## config.mk

```make
export PLATFORM = sky130hd
export DESIGN_NAME = wss_front
export DESIGN_NICKNAME = d
export VERILOG_FILES = /design/src/hdl/windowed_sample_statistics_macros.svh /design/src/hdl/wss_pkg.sv /design/src/hdl/wss_front.sv
export SDC_FILE = /design/constraint.sdc
export NUM_CORES = 1
export LEC_CHECK = 0
export BUFFER_PORTS_ARGS = -buffer_cell sky130_fd_sc_hd__buf_4
export CAP_MARGIN = 10
export CORE_ASPECT_RATIO = 2
export CORE_MARGIN = 5
export CORE_UTILIZATION = 45
export DETAILED_ROUTE_END_ITERATION = 6
export PLACE_DENSITY = 0.7
export SYNTH_ARGS = -nofsm -noshare
export SYNTH_HDL_FRONTEND = slang
export SYNTH_SLANG_ARGS = --single-unit
```

## constraint.sdc

```tcl
create_clock -name clk_i -period 4.3 [get_ports clk_i]
set_input_delay 0.215 -clock clk_i [delete_from_list [all_inputs] [get_ports clk_i]]
set_output_delay 0.215 -clock clk_i [all_outputs]
set_load 0.02 [all_outputs]
```

## src/hdl/windowed_sample_statistics_macros.svh

```systemverilog
`ifndef WINDOWED_SAMPLE_STATISTICS_MACROS_SVH
`define WINDOWED_SAMPLE_STATISTICS_MACROS_SVH

// Same-cycle implication, disabled while reset is low.
`define WSS_ASSERT_IMP(lbl, clk, rst_n, ante, cons, msg) \
  lbl: assert property (@(posedge clk) disable iff (!rst_n) (ante) |-> (cons)) \
    else $error(msg);

// Next-cycle implication, disabled while reset is low.
`define WSS_ASSERT_NXT(lbl, clk, rst_n, ante, cons, msg) \
  lbl: assert property (@(posedge clk) disable iff (!rst_n) (ante) |=> (cons)) \
    else $error(msg);

`endif

```

## src/hdl/wss_pkg.sv

```systemverilog
package wss_pkg;

  localparam int unsigned MaxWindowLog2 = 16;

  // Configuration port
  localparam int unsigned CfgW     = 5;
  localparam int unsigned PaddrW   = 3;
  localparam int unsigned PdataW   = 32;
  localparam logic        RegWindowLog2 = 1'b0;
  localparam logic [CfgW-1:0] WindowLog2Reset = 5'd10;

  // Window extreme reset values
  localparam logic signed [31:0] LowReset  = 32'sh7fff_ffff;
  localparam logic signed [31:0] HighReset = 32'sh8000_0001;

  // Request queue between front and back
  localparam int unsigned QDepth = 2;
  localparam int unsigned QPtrW  = $clog2(QDepth);
  localparam int unsigned QFillW = $clog2(QDepth + 1);

  // Iterative divider
  localparam int unsigned DivNumW = 64;
  localparam int unsigned DivCntW = $clog2(DivNumW + 1);

  typedef enum logic [1:0] {
    OP_ADD     = 2'd0,
    OP_COMPUTE = 2'd1,
    OP_CLEAR   = 2'd2
  } op_e;

  typedef enum logic [1:0] {
    CMD_ADD,
    CMD_COMPUTE,
    CMD_CLEAR,
    CMD_NONE
  } cmd_e;

  typedef enum logic [1:0] {
    MUL_SAMPLE,
    MUL_SUM_LO,
    MUL_CROSS,
    MUL_COUNT
  } mul_sel_e;

  typedef enum logic [1:0] {
    DIV_MS,
    DIV_MEAN,
    DIV_VAR
  } div_step_e;

  typedef enum logic [3:0] {
    ST_IDLE,
    ST_ACC,
    ST_SQ_LO,
    ST_SQ_CROSS,
    ST_SQ_SUM,
    ST_PUB_FULL,
    ST_PUB_PART,
    ST_PUB_EMPTY,
    ST_DIV_GO,
    ST_DIV_WAIT,
    ST_EMIT
  } back_state_e;

  typedef struct packed {
    logic [1:0]         operation;
    logic signed [31:0] sample;
  } wss_in_t;

  typedef struct packed {
    logic signed [31:0] min_value;
    logic signed [31:0] max_value;
    logic signed [63:0] mean_value;
    logic signed [63:0] mean_square;
    logic signed [63:0] variance_value;
    logic signed [31:0] overall_min;
    logic signed [31:0] overall_max;
    logic               window_done;
  } wss_out_t;

  typedef struct packed {
    cmd_e               cmd;
    logic signed [31:0] sample;
  } wss_cmd_t;

endpackage

```

## src/hdl/wss_front.sv

```systemverilog
module wss_front
  import wss_pkg::*;
(
  input  logic     clk_i,
  input  logic     rst_ni,
  input  logic     in_valid_i,
  output logic     in_ready_o,
  input  wss_in_t  in_data_i,
  output logic     q_valid_o,
  output wss_cmd_t q_entry_o,
  input  logic     q_pop_i
);

  wss_cmd_t              fifo_q [QDepth];
  logic [QPtrW-1:0]      wr_ptr_q, rd_ptr_q;
  logic [QFillW-1:0]     fill_q;
  wss_cmd_t              entry;
  logic                  push;
  logic                  pop;

  // Classify the request; the unused code becomes CMD_NONE, which leaves the statistics unchanged.
  always_comb begin
    entry.sample = in_data_i.sample;
    case (in_data_i.operation)
      OP_ADD:     entry.cmd = CMD_ADD;
      OP_COMPUTE: entry.cmd = CMD_COMPUTE;
      OP_CLEAR:   entry.cmd = CMD_CLEAR;
      default:    entry.cmd = CMD_NONE;
    endcase
  end

  assign in_ready_o = (fill_q != QFillW'(QDepth));
  assign push       = in_valid_i && in_ready_o;
  assign q_valid_o  = (fill_q != '0);
  assign pop        = q_pop_i && q_valid_o;
  assign q_entry_o  = fifo_q[rd_ptr_q];

  always_ff @(posedge clk_i or negedge rst_ni) begin
    if (!rst_ni) begin
      wr_ptr_q <= '0;
      rd_ptr_q <= '0;
      fill_q   <= '0;
    end else begin
      if (push) begin
        wr_ptr_q <= (wr_ptr_q == QPtrW'(QDepth - 1)) ? '0 : wr_ptr_q + 1'b1;
      end
      if (pop) begin
        rd_ptr_q <= (rd_ptr_q == QPtrW'(QDepth - 1)) ? '0 : rd_ptr_q + 1'b1;
      end
      case ({push, pop})
        2'b10:   fill_q <= fill_q + 1'b1;
        2'b01:   fill_q <= fill_q - 1'b1;
        default: fill_q <= fill_q;
      endcase
    end
  end

  always_ff @(posedge clk_i) begin
    if (push) begin
      fifo_q[wr_ptr_q] <= entry;
    end
  end

endmodule

```

==> summary by stage, run 1 <==
Global routing
The overall track demand over capacity in global routing is 13.7%. The first-pass GRT wire length is 7.78 mm. Summed over all layers, the global routing overflow is 0. The via count of the first global-routing pass is 1550. The largest net degree at the start of global routing is 35.

The initial antenna violation count is 0.

Critical path
The critical path capture point type is an output port. The kind of critical path is reg -> out. The startpoint type of the worst setup path is a flip-flop.

In this run the worst path has a maximum fanout of 20. The arrival time of data at the critical path endpoint is 2.00 ns. At the worst endpoint, the required time is 4.09 ns. The critical path starts at rd_ptr_q. In this run the critical register-to-register path is launched from fill_q[0].

Placed design
At the end of routability-driven placement, the weighted congestion stood at 0.651. Detailed placement finished with a half-perimeter wire length of 3.54 mm. Including well taps, the total number of placed cells is 254.

Input and output buffers added on the ports amount to 73.

Floorplanning
The die boundary width is 64.6 µm. The region available for standard cell placement spans 0.00576 mm². The initial standard-cell utilization of the core is 46.5%. Row generation in the floorplan step produced 39 rows. The floorplan step set the die height to 119 µm. The total I/O pin count is 74. The die covers 0.00769 mm².

Yosys
Synthesis instantiated 15 different standard cells from the library. By area the synthesized netlist is led by edfxtp_1 (76%), mux2_2 (13%), dfrtp_1 (3.7%). Dividing the synthesized area by the synthesized cell count gives 21.4 µm². The largest area contributor in the synthesized netlist is edfxtp_1.

By count the netlist is led by edfxtp_1 (68), mux2_2 (32), buf_6 (4), dfrtp_1 (4), xnor2_1 (3). The share of Yosys cell area claimed by the top area cell type is 76.2%. The async set-reset flop share out of synthesis is 5.56%. The mapped netlist covers 0.00268 mm². The Yosys step of the flow raised 0 warnings. In the synthesized netlist the dominant register cell turns out to be edfxtp_1. The number of enable-type register cells in the synthesized netlist is 68. Synthesis produced a netlist whose cell count is 125. The number of nets in the synthesized netlist is 164. The most common cell in the synthesized netlist is edfxtp_1. Synthesis inferred 72 register bits. The sequential element share of the synthesized area is 79.9%.

Routing
Dividing the detail-routed wire length by the instance count gives 18.0 µm. The number of nets with antenna violations after detailed routing is 0. The final route contains 1357 vias. The number of iterations in the first detailed-routing pass is 4.

In the routed design, unresolved DRC markers number 0. The first-iteration detailed-routing DRC count is 53. In the routed layout, each cell is associated on average with a via count of 5.01. The total length of routed wires is 4.88 mm.

Pwr
Dividing total power by cell area gives a power density of 716 mW/mm². The clock group share of total power is 24.5%. The analysis attributes to net switching a power of 0.776 mW. The internal power of the cells totals 1.75 mW. The part of the power in registers is 41.2%. In this run the static leakage power is 1.35 nW. The fraction of power spent switching nets is 30.7%. The largest vdd supply drop is 0.404 mV.

Per report_power, the combinational group accounts for 34.3% of the total.

Layout
From synthesis to final layout, the design area changed by 31.8%. For this run, the share of the core covered by cells in the final layout is 61.4%. The fraction of layout instances using a drive strength above 1 is 58.6%. The finished layout holds 271 standard cells, fillers aside.

0 antenna diodes ended up in the layout. After filler insertion, the fill cell instance count of the layout stands at 437. The number of nets in the final layout is 244.

Clock tree
The clock net sink count is 72. After clock tree synthesis, the setup repair step added 0 buffers. The TritonCTS clock tree is built. The H-tree generated during clock tree synthesis spans 3 levels. Post-CTS repair changed the size of 0 cells. Buffers inserted to repair hold after CTS numbered 1. Counting the buffers created by CTS gives 9. Clock tree synthesis selected as its root buffer the cell clkbuf_16. The insertion delay of the later-clocked pin in the worst-skew pair is 0.32 ns. The buffer depth of the longest clock path is 2. The clock input transition at the sequential cells of the worst setup and hold paths is 0.05 ns.

Hold path
The startpoint identified for the worst hold timing path is in_data_i[29]. The worst hold path belongs to the class in -> reg.

STA
Setup total negative slack on the finished layout was measured at 0 ns. The count of endpoints failing setup in the final report is 0. The slew at the pin with the worst max-slew slack is 0.978 ns. For this run, the top clock speed supported by timing is 0.452 GHz. On the final layout, the worst clock skew is 0.00331 ns.

Setup repair after global routing left no endpoint under its margin. The max-slew violation count is 0. The worst path needs 2.21 ns of the cycle, external delays included. The worst pin sits at a relative slew slack of 34.7%. The hold violation count in the final report is 0. Dividing the final minimum period by the clock period gives 51.5%.

Run status
The run finished with clean final reports.

Run
The tool flagged a number of max-cap violations equal to 0.
## worst max-delay path: stages, from the launching register on
cell	delay (ns)
dfrtp_1	0.73
buf_4	0.39
mux2_2	0.39
buf_4	0.16
## cells in the final DEF, fill, tap and decap left out
| cell type | netlist | routed |
|---|---|---|
| and3_2 | 0 | 1 |
| clkinv_1 | 0 | 3 |
| dlygate4sd3_1 | 0 | 1 |
| clkinv_2 | 0 | 3 |
| edfxtp_1 | 68 | 68 |
| buf_4 | 0 | 74 |
| clkbuf_16 | 0 | 9 |
| mux2_4 | 2 | 2 |
| clkbuf_1 | 2 | 1 |
| nor2_4 | 0 | 1 |
| ha_1 | 1 | 1 |
| nand2b_1 | 1 | 1 |
| nor2_1 | 2 | 1 |
| mux2_2 | 32 | 32 |
| xor2_1 | 2 | 2 |
| nand2_1 | 1 | 1 |
| or2_1 | 1 | 1 |
| dfrtp_1 | 4 | 4 |
| xnor2_1 | 3 | 3 |
| and2_4 | 1 | 1 |
## layer usage
| layer | vias up | wire [µm] | track usage (%) |
|---|---|---|---|
| met4 | 0 | 139 | 7.02 |
| met5 | - | 0 | 0 |
| met3 | 10 | 228 | 4.43 |
| met2 | 42 | 2910 | 25.5 |
| met1 | 665 | 1600 | 12.8 |
| li1 | 640 | - | - |
## kinds of logic after synthesis
kind of cell	count (synthesis)	synth area share, %
DFF	72	79.9
buffers and inverters	6	1.96
adders and majority gates	1	0.467
muxes	34	14.6
xor gates and xnor gates	5	1.63
and+or+nand+nor	7	1.45
## state kept, by name, indices dropped and copies added, names as in the netlist
| signal | flops |
|---|---|
| fill_q | 2 |
| wr_ptr_q | 1 |
| fifo_q | 68 |
| rd_ptr_q | 1 |
## path summary, 6_finish.rpt
check / cells past startpoint / slack (ns) / endpoint
max: 3 / 2.09 / q_entry_o[14]
min: 1 / 0.08 / fifo_q[0][29]
max reg2reg: 3 / 2.42 / fifo_q[0][9]
min reg2reg: 1 / 0.50 / fill_q[1]
max in group asynchronous: 2 / 3.95 / wr_ptr_q
min in group asynchronous: 2 / 0.25 / rd_ptr_q
## metrics by stage
stage,hold WS (ns),area (µm²),setup WS (ns),power [mW]
2_1_floorplan,-0.0806,2680,1.63,1.61
3_3_place_gp,0.0146,3270,2.42,1.91
3_5_place_dp,0.0182,3270,2.37,1.94
4_1_cts,0.0714,3530,2.04,2.57
5_1_grt,0.0709,3530,1.99,2.65
6_report,0.0829,3530,2.09,2.53
## layout make-up
cell class	count	area [µm²]	share of cell area, %
Clock inverter	6	26.3	0.744
Tap cell	61	76.3	2.16
Multi-Input combinational cell	47	494	14.0
Sequential cell	72	2140	60.6
Clock buffer	10	229	6.48
Timing Repair Buffer	75	566	16.0
## power by group through the flow
stage                     Clock [mW]  Sequential, mW  Combinational [mW]
final                          0.620            1.04               0.868
after global routing           0.664            1.06               0.925
after CTS                      0.635            1.04               0.890
after detailed placement           0            1.06               0.887
after global placement             0            1.04               0.870
after floorplan                    0            1.01               0.601
Power figures use the tool's default switching activity.
==> run 2, diff against run 1 <==
- ABC_AREA: unset -> 1
- PLACE_DENSITY: 0.7 -> 0.73
- clock period: 4.3 -> 1.89 ns (I/O delays scaled with it)
==> run 2 against run 1 <==
  * Clock power rose to 3.0 times the previous value
  * Sequential share of layout area decreased by 8.3 points
  * Combinational power rose to 2.8 times the previous value
  * Critical endpoint is now q_entry_o[32]
  * Largest cell class unchanged
  * Largest power group is now combinational cells
==> summary by stage, run 2 <==
Routing
After detailed routing, the average wire length per cell comes to 15.4 µm. Before antenna repair, the detailed router went through 4 iterations. After detailed routing, the total wire length is 6.06 mm.

The number of nets with antenna violations after detailed routing is 0. The ratio of routed vias to standard cells is 4.71. After detailed routing, the number of remaining DRC violations is 0.

The first-iteration detailed-routing DRC count is 74. The count of vias placed by the detailed router is 1850.

STA
The max-slew violation count is 0. Dividing the final minimum period by the clock period gives 88.2%. The worst setup skew after layout is 0.00420 ns. The highest attainable clock frequency is 0.600 GHz. The summed negative setup slack over all endpoints is 0 ns.

Setup repair after global routing left no endpoint under its margin. The hold violation count in the final report is 0. At the pin with the least slew margin, the transition time is 0.523 ns. The routed design could run at a clock period as short as 1.67 ns. Headroom to the max-slew limit came out at 65.1%. The count of endpoints failing setup in the final report is 0.

Clock tree
Counting along the longest clock path gives a buffer depth of 2. The H-tree was split into 3 levels. The number of CTS-inserted buffers is 9.

The TritonCTS clock tree is built. In this run the clock root is driven by a clkbuf_16. The post-CTS setup repair buffer count is 0.

The clock input transition at the sequential cells of the worst setup and hold paths is 0.05 ns. The count of instances resized after the clock tree is built is 0. For this design, the sink count on the clock tree is 72. The insertion delay of the later-clocked pin in the worst-skew pair is 0.32 ns.

Hold path
The worst hold path passes through 3 cells. In this run the worst hold path is classified as in -> reg. The launch instance of the worst min-delay path is q_pop_i. The path with the worst hold slack has its endpoint at rd_ptr_q.

Placed design
At the end of routability-driven placement, the weighted congestion stood at 0.730. Counting tap cells, the placed design contains a total of 342 instances. After detailed placement, the total cell area comes to 0.00340 mm². The number of buffers inserted by port buffering is 73. Summed over all nets, the half-perimeter wirelength after detailed placement is 3.92 mm.

Yosys
nand2_1 is the most common cell in the netlist. The post-synthesis average cell area is 13.3 µm². For this run, asynchronously set or reset flops after synthesis account for 5.56%. Yosys mapped a number of flops with a built-in enable equal to 68. Synthesis inferred 72 register bits.

The number of nets produced by synthesis is 248. Synthesis produced a netlist whose cell count is 209. For this run, the number of Yosys warnings is 0. Sorting the synthesized cells by area gives the leading types as edfxtp_1 (73%), nand2_1 (13%), dfrtp_1 (3.6%). The largest area contributor in the synthesized netlist is edfxtp_1. The sequential element share of the synthesized area is 76.8%. Among all flip-flop cells after synthesis, the most frequent one is edfxtp_1. The number of unique standard cell types used by synthesis is 19. The synthesized netlist occupies a cell area of 0.00279 mm². The share of synthesized area in the top cell type comes to 73.2%. In the synthesized netlist, the cells that appear most often are nand2_1 (99), edfxtp_1 (68), nand2_2 (11), inv_1 (5).

Critical path
Along the worst path, the maximum fanout reaches 15. The number of cells on the worst reg-to-reg path is 9. The critical path goes through buf_4 > nand2_1 > nand2_1 > buf_4.

In this design, the stage delay of the slowest critical-path cell is 0.67 ns. The cell with the largest stage delay on the worst path is dfrtp_1. At the worst endpoint, the required time is 1.80 ns. Across all register-to-register paths, the minimum setup slack is 0.44 ns.

The combined buffer and inverter count along the critical path is 2. In this run the critical register-to-register path is launched from fill_q[0]. STA classifies the critical path startpoint as a flip-flop. At the worst endpoint, the arrival time is 1.57 ns. The kind of cell adding the most delay to the critical path is flip-flops. In this run the critical register-to-register path is captured at fill_q[1]. The kind of critical path is reg -> out. The worst setup path is captured at an output port.

Pwr
For this design the static power due to leakage is 1.77 nW. The total power consumption of the routed design is 6.65 mW. In this run the power density over the cells is 1630 mW/mm².

The largest vdd supply drop is 1.18 mV.

Floorplanning
The initial standard-cell utilization of the core is 46.4%. In this run the count of I/O pins placed on the die edge is 74. The core region is 0.00601 mm². The die span in y is 121 µm. The floorplan has 40 rows.

The die is 65.7 µm wide. The die covers 0.00796 mm².

Layout
The largest registers in the layout are fifo_q (68), fill_q (2). The number of flip-flops under the largest register name is 68. Leaving out fill and tap cells, the most frequent cells in the layout are nand2_1 (99), buf_4 (77), edfxtp_1 (68).

The most common library cell in the layout ignoring fill and taps is nand2_1. At the end of the flow, the number of nets in the layout was 364. More flip-flops sit in one register than any other, and that register is fifo_q.

Summing all non-filler instances in the final layout gives an area of 0.00409 mm². Cells with a size suffix above 1 make up 33.3% of the layout. Relative to the synthesized area, the layout overhead comes to 46.7%. The post-route non-filler standard cell count is 393.

The number of antenna diodes in the final layout is 0.

Run
The max-capacitance violation count is 0.

Global routing
The total grt overflow is 0. The initial antenna violation count is 0. Global routing used 16.7% of the available tracks.

The largest net degree at the start of global routing is 36. The first global-routing pass estimated 9.52 mm of wire. The via count of the first global-routing pass is 2003.

Run status
The run finished with clean final reports.
[run 2: how the worst max path moves through the flow]
stage	cells after the start	startpoint	endpoint	slack [ns]
after floorplan	4	fill_q[0]	fifo_q[1][0]	0.34
after global placement	9	fill_q[1]	fill_q[1]	0.54
after detailed placement	5	fill_q[0]	fifo_q[0][31]	0.48
after CTS	4	rd_ptr_q	q_entry_o[33]	0.19
after global routing	4	rd_ptr_q	q_entry_o[1]	0.1
final	4	rd_ptr_q	q_entry_o[32]	0.22
[run 2: layout make-up]
type | instances | area, µm²
timing repair buffer | 114 | 968
sequential | 72 | 2140
clock buffer | 9 | 225
multi-input combinational | 121 | 532
fill | 413 | 1920
tap | 63 | 78.8
clock inverter | 7 | 110
inverter | 7 | 33.8
[run 2: cell families (layout without fill, tap and decap cells)]
logic type | after synthesis | after routing | share of synthesized area, %
and+or+nand+nor | 118 | 118 | 17.9
DFF | 72 | 72 | 76.8
buffers and inverters | 16 | 137 | 4.35
adders and majority gates | 1 | 1 | 0.449
AOI/OAI and AO/OA | 1 | 1 | 0.179
xor gates and xnor gates | 1 | 1 | 0.314
[run 2: repair_timing]
action                                  in CTS  in global routing
hold buffers                                35                  0
hold endpoints to repair                    72                  0
endpoints found under the setup margin       0                  0
[run 2: tightest hold or removal path, cell delays in order]
cell and delay [ns]:
buf_4 0.09, nand3_1 0.07, nand2_1 0.06
[run 2: per-layer routing]
layer	global-route usage (%)	vias to the layer above	part of all wire, %
li1	-	927	-
met1	14.9	860	33
met2	32.3	49	61
met3	4.26	14	4.1
met4	8.44	0	2.6
met5	0	-	0
[run 2: where the power goes]
part / switching, mW / internal [mW]
Sequential: 0.173 / 2.18
Combinational: 1.49 / 0.942
Clock: 0.579 / 1.28
Total: 2.25 / 4.40
[run 2: through the flow]
step | hold slack, ns | util, % | worst slack (ns)
final | 0.0341 | 68.1 | 0.223
after global routing | 0.0548 | 68.1 | 0.0979
after CTS | 0.0189 | 68.1 | 0.190
after detailed placement | -0.102 | 56.7 | 0.482
after global placement | -0.103 | 56.7 | 0.536
after floorplan | -0.201 | - | 0.341
